===== src/sv/sdinit_pkg.sv =====
// Package for the SD card bring-up sequencer: payload types, phase codes and command tables.
`default_nettype none
package sdinit_pkg;

	// Payload of one input transaction.
	typedef struct packed {
		logic        operation;
		logic [31:0] response;
	} sdinit_in_t;

	// Payload of one result transaction.
	typedef struct packed {
		logic        issue;
		logic [5:0]  cmd_index;
		logic [31:0] cmd_arg;
		logic [31:0] cmd_word;
		logic [1:0]  outcome;
		logic [15:0] card_addr;
		logic [3:0]  card_state;
	} sdinit_out_t;

	// Sequencer phases; the codes above PH_FAIL are treated as idle.
	typedef enum logic [3:0] {
		PH_IDLE   = 4'd0,
		PH_CMD0   = 4'd1,
		PH_CMD8   = 4'd2,
		PH_CMD55  = 4'd3,
		PH_ACMD41 = 4'd4,
		PH_CMD2   = 4'd5,
		PH_CMD3   = 4'd6,
		PH_CMD7   = 4'd7,
		PH_CMD13  = 4'd8,
		PH_DONE   = 4'd9,
		PH_FAIL   = 4'd10
	} sdinit_phase_t;

	// Operation codes of an input transaction.
	localparam logic OP_START    = 1'b0;
	localparam logic OP_COMPLETE = 1'b1;

	// Outcome codes.
	localparam logic [1:0] OUTCOME_BUSY     = 2'd0;
	localparam logic [1:0] OUTCOME_SUCCESS  = 2'd1;
	localparam logic [1:0] OUTCOME_MISMATCH = 2'd2;

	// Configuration register indexes.
	localparam int unsigned CFG_IDX_W = 1;
	localparam logic [CFG_IDX_W-1:0] CFG_CHECK_PATTERN  = 1'd0;
	localparam logic [CFG_IDX_W-1:0] CFG_VOLTAGE_WINDOW = 1'd1;

	localparam logic [7:0]  CHECK_PATTERN_RESET  = 8'h13;
	localparam logic [23:0] VOLTAGE_WINDOW_RESET = 24'h30_0000;

	// Command indexes used by the sequence.
	localparam logic [5:0] CMD_GO_IDLE     = 6'd0;
	localparam logic [5:0] CMD_ALL_SEND_ID = 6'd2;
	localparam logic [5:0] CMD_SEND_RCA    = 6'd3;
	localparam logic [5:0] CMD_SELECT      = 6'd7;
	localparam logic [5:0] CMD_IF_COND     = 6'd8;
	localparam logic [5:0] CMD_STATUS      = 6'd13;
	localparam logic [5:0] ACMD_OP_COND    = 6'd41;
	localparam logic [5:0] CMD_APP         = 6'd55;

	// Response-type bits of the command word.
	localparam logic [15:0] RT_NONE   = 16'h0000;
	localparam logic [15:0] RT_R1     = 16'hA000;
	localparam logic [15:0] RT_R1B    = 16'hB000;
	localparam logic [15:0] RT_R2     = 16'h9000;
	localparam logic [15:0] RT_48_RAW = 16'h2000;

	localparam logic [7:0] IF_COND_VHS = 8'h01;

	// Response-type bits for each command index.
	localparam logic [15:0] RESP_BITS [64] = '{
		RT_NONE, RT_NONE, RT_R2,   RT_R1,   RT_NONE, RT_NONE, RT_R1,   RT_R1B,
		RT_R1,   RT_R2,   RT_R2,   RT_R1,   RT_R1B,  RT_R1,   RT_NONE, RT_NONE,
		RT_R1,   RT_R1,   RT_R1,   RT_R1,   RT_R1B,  RT_NONE, RT_NONE, RT_R1,
		RT_R1,   RT_R1,   RT_NONE, RT_R1,   RT_R1B,  RT_R1B,  RT_R1,   RT_NONE,
		RT_R1,   RT_R1,   RT_NONE, RT_NONE, RT_NONE, RT_NONE, RT_R1B,  RT_NONE,
		RT_NONE, RT_NONE, RT_R1,   RT_R1,   RT_NONE, RT_NONE, RT_NONE, RT_NONE,
		RT_R1,   RT_R1,   RT_NONE, RT_NONE, RT_NONE, RT_NONE, RT_NONE, RT_R1,
		RT_R1,   RT_NONE, RT_R1,   RT_R1,   RT_NONE, RT_NONE, RT_NONE, RT_NONE
	};

endpackage
`default_nettype wire


===== src/sv/sd_card_init_sequencer_core.sv =====
// SD card bring-up sequencer: input register, phase logic and a two-entry result queue.
// A result is computed from the input register and moves into the result queue, from which
// it is offered; an item waits in the input register while the skid entry is full.
// Throughput: one transaction per cycle while the skid entry is free; the phase and address
// update in the cycle an item leaves the input register, so the next item already sees them.
// Reset (arst_n low, asynchronous) returns the phase to idle, clears the card address,
// loads the default check pattern and voltage window and empties the input register and queue.
`default_nettype none
module sd_card_init_sequencer_core (
	input  wire logic                           clk,
	input  wire logic                           arst_n,
	input  wire logic                           in_valid,
	output logic                                in_ready,
	input  wire sdinit_pkg::sdinit_in_t         in_data,
	output logic                                out_valid,
	input  wire logic                           out_ready,
	output sdinit_pkg::sdinit_out_t             out_data,
	input  wire logic                           cfg_write_en,
	input  wire logic [sdinit_pkg::CFG_IDX_W-1:0] cfg_index,
	input  wire logic [23:0]                    cfg_data
);
	import sdinit_pkg::*;

	// Configuration registers.
	logic [7:0]  check_pattern_q;
	logic [23:0] voltage_window_q;

	// Sequencer state.
	sdinit_phase_t phase_q, phase_d;
	logic [15:0]   rel_addr_q, rel_addr_d;

	// Input register.
	logic       valid_s1;
	sdinit_in_t data_s1;

	// Result queue: a main output register plus a skid entry, so a new item can
	// move on while a finished result still waits on the output side.
	logic        main_valid_q, skid_valid_q;
	sdinit_out_t main_q, skid_q;
	sdinit_out_t result;

	logic push, pop;

	assign push     = valid_s1 && !skid_valid_q;
	assign pop      = main_valid_q && out_ready;
	assign in_ready = !valid_s1 || push;

	assign out_valid = main_valid_q;
	assign out_data  = main_q;

	// Register writes only while the block is idle: the user is bound to this, the block does not enforce it.
	always_ff @(posedge clk or negedge arst_n) begin
		if (!arst_n) begin
			check_pattern_q  <= CHECK_PATTERN_RESET;
			voltage_window_q <= VOLTAGE_WINDOW_RESET;
		end else if (cfg_write_en) begin
			unique case (cfg_index)
				CFG_CHECK_PATTERN:  check_pattern_q  <= cfg_data[7:0];
				CFG_VOLTAGE_WINDOW: voltage_window_q <= cfg_data;
				default: ;
			endcase
		end
	end

	always_ff @(posedge clk or negedge arst_n) begin
		if (!arst_n) begin
			valid_s1 <= 1'b0;
		end else if (in_ready) begin
			valid_s1 <= in_valid;
		end
	end

	always_ff @(posedge clk) begin
		if (in_ready && in_valid) begin
			data_s1 <= in_data;
		end
	end

	// Next phase and captured address for the item in the input register.
	always_comb begin
		phase_d    = phase_q;
		rel_addr_d = rel_addr_q;
		if (data_s1.operation == OP_START) begin
			phase_d    = PH_CMD0;
			rel_addr_d = '0;
		end else begin
			unique case (phase_q)
				PH_CMD0:   phase_d = PH_CMD8;
				PH_CMD8: begin
					if (data_s1.response[7:0] != check_pattern_q) begin
						phase_d = PH_FAIL;
					end else begin
						phase_d = PH_CMD55;
					end
				end
				PH_CMD55:  phase_d = PH_ACMD41;
				PH_ACMD41: begin
					// The card reports power-up done in bit 31; until then keep retrying.
					if (data_s1.response[31]) begin
						phase_d = PH_CMD2;
					end else begin
						phase_d = PH_CMD55;
					end
				end
				PH_CMD2:   phase_d = PH_CMD3;
				PH_CMD3: begin
					phase_d    = PH_CMD7;
					rel_addr_d = data_s1.response[31:16];
				end
				PH_CMD7:   phase_d = PH_CMD13;
				PH_CMD13:  phase_d = PH_DONE;
				default:   phase_d = phase_q;
			endcase
		end
	end

	// Result fields for the item in the input register.
	always_comb begin
		logic [15:0] rtype;
		rtype             = RT_NONE;
		result            = '0;
		if (data_s1.operation == OP_START) begin
			result.issue     = 1'b1;
			result.cmd_index = CMD_GO_IDLE;
		end else begin
			unique case (phase_q)
				PH_CMD0: begin
					result.issue     = 1'b1;
					result.cmd_index = CMD_IF_COND;
					result.cmd_arg   = {16'h0000, IF_COND_VHS, check_pattern_q};
				end
				PH_CMD8: begin
					if (data_s1.response[7:0] == check_pattern_q) begin
						result.issue     = 1'b1;
						result.cmd_index = CMD_APP;
					end
				end
				PH_CMD55: begin
					result.issue     = 1'b1;
					result.cmd_index = ACMD_OP_COND;
					result.cmd_arg   = {8'h00, voltage_window_q};
				end
				PH_ACMD41: begin
					result.issue     = 1'b1;
					result.cmd_index = data_s1.response[31] ? CMD_ALL_SEND_ID : CMD_APP;
				end
				PH_CMD2: begin
					result.issue     = 1'b1;
					result.cmd_index = CMD_SEND_RCA;
				end
				PH_CMD3: begin
					result.issue     = 1'b1;
					result.cmd_index = CMD_SELECT;
					result.cmd_arg   = {data_s1.response[31:16], 16'h0000};
				end
				PH_CMD7: begin
					result.issue     = 1'b1;
					result.cmd_index = CMD_STATUS;
					result.cmd_arg   = {rel_addr_q, 16'h0000};
				end
				PH_CMD13: begin
					result.card_state = data_s1.response[12:9];
				end
				default: ;
			endcase
		end
		// The operating condition command answers without a CRC check.
		if (result.issue && result.cmd_index == ACMD_OP_COND) begin
			rtype = RT_48_RAW;
		end else if (result.issue) begin
			rtype = RESP_BITS[result.cmd_index];
		end
		result.cmd_word  = {2'b00, result.cmd_index, 8'h00, rtype};
		result.card_addr = rel_addr_d;
		if (phase_d == PH_DONE) begin
			result.outcome = OUTCOME_SUCCESS;
		end else if (phase_d == PH_FAIL) begin
			result.outcome = OUTCOME_MISMATCH;
		end else begin
			result.outcome = OUTCOME_BUSY;
		end
	end

	always_ff @(posedge clk or negedge arst_n) begin
		if (!arst_n) begin
			phase_q    <= PH_IDLE;
			rel_addr_q <= '0;
		end else if (push) begin
			phase_q    <= phase_d;
			rel_addr_q <= rel_addr_d;
		end
	end

	// Queue control. A push never coincides with a full skid entry.
	always_ff @(posedge clk or negedge arst_n) begin
		if (!arst_n) begin
			main_valid_q <= 1'b0;
			skid_valid_q <= 1'b0;
		end else if (pop) begin
			if (skid_valid_q) begin
				skid_valid_q <= 1'b0;
			end else if (!push) begin
				main_valid_q <= 1'b0;
			end
		end else if (push) begin
			if (!main_valid_q) begin
				main_valid_q <= 1'b1;
			end else begin
				skid_valid_q <= 1'b1;
			end
		end
	end

	always_ff @(posedge clk) begin
		if (pop) begin
			if (skid_valid_q) begin
				main_q <= skid_q;
			end else if (push) begin
				main_q <= result;
			end
		end else if (push) begin
			if (!main_valid_q) begin
				main_q <= result;
			end else begin
				skid_q <= result;
			end
		end
	end

endmodule
`default_nettype wire


===== config.mk =====
export PLATFORM = sky130hd
export DESIGN_NAME = sd_card_init_sequencer_core
export DESIGN_NICKNAME = d
export VERILOG_FILES = /design/src/sv/sdinit_pkg.sv /design/src/sv/sd_card_init_sequencer_core.sv
export SDC_FILE = /design/constraint.sdc
export NUM_CORES = 1
export LEC_CHECK = 0
export BUFFER_PORTS_ARGS = -buffer_cell sky130_fd_sc_hd__buf_2
export CAP_MARGIN = 20
export CORE_MARGIN = 5
export CORE_UTILIZATION = 50
export DETAILED_ROUTE_END_ITERATION = 7
export GPL_TIMING_DRIVEN = 0
export PLACE_DENSITY_LB_ADDON = 0.15
export SETUP_SLACK_MARGIN = 0.2
export SKIP_CTS_REPAIR_TIMING = 1
export SLEW_MARGIN = 15
export SYNTH_ARGS = -nofsm -noshare
export SYNTH_HDL_FRONTEND = slang
export SYNTH_SLANG_ARGS = --single-unit

===== constraint.sdc =====
create_clock -name clk -period 14.21 [get_ports clk]
set_input_delay 2.842 -clock clk [delete_from_list [all_inputs] [get_ports clk]]
set_output_delay 2.842 -clock clk [all_outputs]
set_load 0.02 [all_outputs]

### Word level (Yosys, flattened, before mapping)

Memories as Yosys holds them, arrays and structs flattened.
Cells that the tools add are included.

* bitwise operators: 3
* magnitude comparators: 1
* eq/ne operators: 16
* mux-type cells: 32
* reduce and logical (&&, ||, !) cells: 16

Operator list (number)
* 93-bit two-way mux: 5
* 32-bit case mux with 4 select lines: 1
* 16-bit two-way mux: 6
* 7-bit case mux with 7 select lines: 1
* 32-bit two-way mux: 1
* 4-bit case mux with 8 select lines: 1
* 4-bit by 3-bit == test with 1-bit output, second input constant: 4
* 4-bit two-way mux: 4
* 7-bit two-way mux: 2
* 4-bit == test, second input constant: 3
* 3-bit AND reduction: 3
* 4-bit by 2-bit == test with 1-bit output, second input constant: 2
* 8-bit == test: 1
* 8-bit inequality test: 1
* 7-bit greater-or-equal comparator, second input constant: 1
* 1-bit two-way mux: 7
* 6-bit inverter with 7-bit output: 1
* 6-bit == test, second input constant: 1
* 6-bit two-way mux: 1
* 2-bit AND reduction: 3
* 2-bit nonzero test: 3
* 4-bit by 1-bit == test with 1-bit output, second input constant: 1
* 1-bit logical AND: 4
* 2-bit two-way mux: 2
* other kinds (6): 9

* output and inout port bits: 95
* flip-flop bits (word level): 264
* memories: 1
* logic and storage cells: 92
* bits in read-only memories: 1024
* input port bits: 63

Memory list
* (name not given): words 64, bits a word 16, read ports 1, clocked after Yosys merged registers in 0, write ports 0, line sd_card_init_sequencer_core.sv:171 `rtype = RESP_BITS[result.cmd_index];`

### Longest topological paths before layout

* depth after elaboration: 13
* gate-level depth with buffers: 11
* gate-level depth less buffers: 10

### Worst setup path after synthesis

No wires, ideal clock.

* kind: input to register
* from: input port out_ready
* to: register skid_q[0] in the netlist's numbering, enable pin
* required time: 13.645 ns
* arrival time: 7.306 ns
* stages: 1
* setup time: 0.565 ns
* path slack: 6.338 ns
* path through: nor3_1

* word-level cells in the longest chain between the ends: 3

Ends and longest elaborated chain
* from (decl): line sd_card_init_sequencer_core.sv:16 `input wire logic out_ready,`
* 1-bit logical AND: line sd_card_init_sequencer_core.sv:45 `assign pop = main_valid_q && out_ready;`
* 1-bit inverter (no source line)
* 3-bit AND reduction (no source line)
* to (signal assigned): line sd_card_init_sequencer_core.sv:225 `skid_q <= result;`
* to (decl): line sd_card_init_sequencer_core.sv:39 `sdinit_out_t main_q, skid_q;`

No other way between the ends.
A chain may end at the register's enable or synchronous reset.

### Final worst setup path

* from: input port out_ready
* to: register main_q (netlist bit out_data[92]), data pin

* word-level cells in the longest chain between the ends: 2

Ends and longest elaborated chain
* 1-bit logical AND: line sd_card_init_sequencer_core.sv:45
* 93-bit two-way mux: line sd_card_init_sequencer_core.sv:215 `if (pop) begin`
* to (signal assigned): line sd_card_init_sequencer_core.sv:217 `main_q <= skid_q;`
* to (signal assigned): line sd_card_init_sequencer_core.sv:219 `main_q <= result;`
* to (signal assigned): line sd_card_init_sequencer_core.sv:223 `main_q <= result;`
* to (decl): line sd_card_init_sequencer_core.sv:39

No other way between the ends.

==> results.ini <==
[critical_path]
critPathMaxFanout = 10
critPathRequiredTime_ns = 14.44
cp_common_cell = clkbuf_1
worstSetupStartpointType = input port
cp_slowest_cell = clkbuf_1
end_kind = register
worst-setup-path-type = in -> reg
path_cells = buf_2 -> nand3_1 -> clkbuf_1 -> clkbuf_1 -> a21oi_1
cp.arrival_ns = 4.46
crit_path_max_incr_delay_ns = 0.54

[placed_design]
post-place-cells = 1081
place.port_buffers = 130
place_congestion = 0.842
place_hpwl_um = 15200
post-place-ws_ns = 9.51

[clock_network]
numCtsBuffers = 23
cts_max_level = 1
cts_sinks = 212
max-clock-path-buffers = 3
worstSkewPairLatency_ns = 0.51
clkTransAtPathRegs_ns = 0.06
clockRootBuffer = clkbuf_16
cts_tree = built

[power_and_ir_drop]
total_power_mw = 2.25
p_per_area_nw_per_um2 = 202
vdd_drop_max_uv = 142
p_leak_nw = 4.55

[synthesis]
ys_ff_latch = 212
async_flop_share = 0.259
synth_area_um2 = 9210
yosys_warnings = 0
yosysSeqAreaShare = 0.662
synth.distinct_cells = 55
synth-edff-count = 157
synth.area.top_cells = edfxtp_1 (51%), dfrtp_1 (14%), mux2_2 (9.0%), nand2_1 (4.4%), buf_4 (2.4%)
synth_top_area_frac = 0.512
syn_inst = 690
avgSynthCellArea_um2 = 13.4
synth_top_area_cell = edfxtp_1
synth_commonest_cells = edfxtp_1 (157), nand2_1 (107), mux2_2 (74), dfrtp_1 (50), a21oi_1 (33)
synthMostInstantiatedCell = edfxtp_1
synth_ff_type = edfxtp_1

[global_route]
grt_use_total = 0.193
grt_remaining_overflow = 0
grt_pass1_vias = 6334
grt_pass1_wl_um = 33300
grt_max_degree = 56
antenna_found_initial = 0

[timing]
tightest_slew_ns = 0.852
finalMaxSlewViolations = 0
hold_violations = 0
fmax_mhz = 236
fin_crit_ns = 4.24
rsz0062_at_grt = no
finClkSkew_ns = 0.0201
post-route-period-util = 0.298
post-route-worst-setup-slack_ns = 9.97
relSlewSlack = 0.430
finalSetupViolCount = 0
fin_setup_tns_ns = 0

[floorplanning]
pin_count = 158
fp-row-count = 49
initial_core_util = 0.511
die_w_um = 146
dieArea_um2 = 21200
die_h_um = 146
core-area_um2 = 18000

[hold_path]
hold_class = reg -> reg

[layout]
regArea_um2 = 6100
diodes = 0
layout-drive-gt1-share = 0.346
nets = 945
fillers = 1453
syn_to_final_growth_pct = 20.9
multiInputGateArea_um2 = 2790
layout.cells.non_filler = 1123

[routing]
wirelength_um = 21000
dr.max_layer_used = met4
drt_iter0_markers = 557
wl_met2_um = 10200
viasPerCell = 5.48
dr.pass1.iters = 7
drc_errors = 0
dr_wl_met3_um = 1410
num_vias = 6159
drtAntennaViolNets = 0
post_drt_wl_per_cell_um = 18.7
met1_length_um = 8930

[flow_run]
cap_violations = 0

[outcome]
outcome = completed

worst max-delay path: cells and delay by family:
family / cells / cell delay, ns
buffers and inverters: 3 / 1.12
AO/OA/AOI/OAI: 1 / 0.14
AND/OR/NAND/NOR: 1 / 0.36
registers in the layout, summed over array words and instances, names as in the netlist, 4 cells and up:
signal / count
check_pattern_q: 8
data_s1: 29
out_data: 64
phase_q: 4
rel_addr_q: 16
skid_q: 64
voltage_window_q: 24
per-layer routing:
layer	GRT usage	vias up
met5	0	-
met4	0.0527	0
met3	0.0374	40
met2	0.319	249
met1	0.262	3011
li1	-	2859
cell families after synthesis:
logic type / after synthesis / share of synthesized area
flops: 212 / 0.662
simple gates: 184 / 0.0915
compound gates: 127 / 0.0934
buf+inv: 77 / 0.0458
mux: 76 / 0.0927
xor+xnor: 8 / 0.00760
fa+ha+maj: 5 / 0.00679
other cells: 1 / 0.000407
power breakdown:
| group | switching (mW) | internal, mW | leakage (nW) |
|---|---|---|---|
| combinational | 0.461 | 0.252 | 2.00 |
| sequential | 0.0676 | 0.881 | 2.17 |
| clock | 0.235 | 0.351 | 0.374 |
| total | 0.764 | 1.48 | 4.55 |
cells in the final DEF, fill, tap and decap left out, types with 12 or more instances in the layout:
master       n
o31ai_1     12
clkbuf_16   23
buf_2      139
o21ai_0     22
a21boi_0    17
mux2_2      74
nor2_1      29
and3_1      12
a21oi_1     33
nand2_1    107
dfrtp_1     50
buf_4       33
edfxtp_1   157
clkbuf_1    29
conb_1      23
final cells by class:
cell class	instances	area share
plain buffers	67	0.0345
inverters	10	0.00337
clock buffers	30	0.0567
multi-input cells	423	0.251
clock inverters	12	0.0107
flip-flops and latches	212	0.547
well taps	229	0.0257
repair buffers	140	0.0711
metrics by stage:
stage / utilization / cell area [um^2] / hold slack [ns]
after CTS: 0.618 / 11100 / 0.502
after floorplan: - / 9300 / 0.470
after global routing: 0.618 / 11100 / 0.510
after global placement: 0.568 / 10200 / 0.481
final: 0.618 / 11100 / 0.500
after detailed placement: 0.576 / 10400 / 0.489
path summary, 6_finish.rpt:
| path | startpoint | endpoint | slack, ns | depth (start not counted) |
|---|---|---|---|---|
| worst max register to register | check_pattern_q[0]$_DFFE_PN1P_ | out_data[35]$_DFFE_PP_ | 10.61 | 10 |
| min in group asynchronous | arst_n | voltage_window_q[18]$_DFFE_PN0P_ | 2.39 | 1 |
| worst max-delay path | out_ready | out_data[92]$_DFFE_PP_ | 9.97 | 5 |
| worst min-delay path | voltage_window_q[12]$_DFFE_PN0P_ | voltage_window_q[12]$_DFFE_PN0P_ | 0.50 | 1 |
| max in group asynchronous | arst_n | voltage_window_q[10]$_DFFE_PN0P_ | 11.31 | 1 |
| worst min register to register | voltage_window_q[12]$_DFFE_PN0P_ | voltage_window_q[12]$_DFFE_PN0P_ | 0.50 | 1 |
No activity file was read; power rests on OpenSTA's default activity.
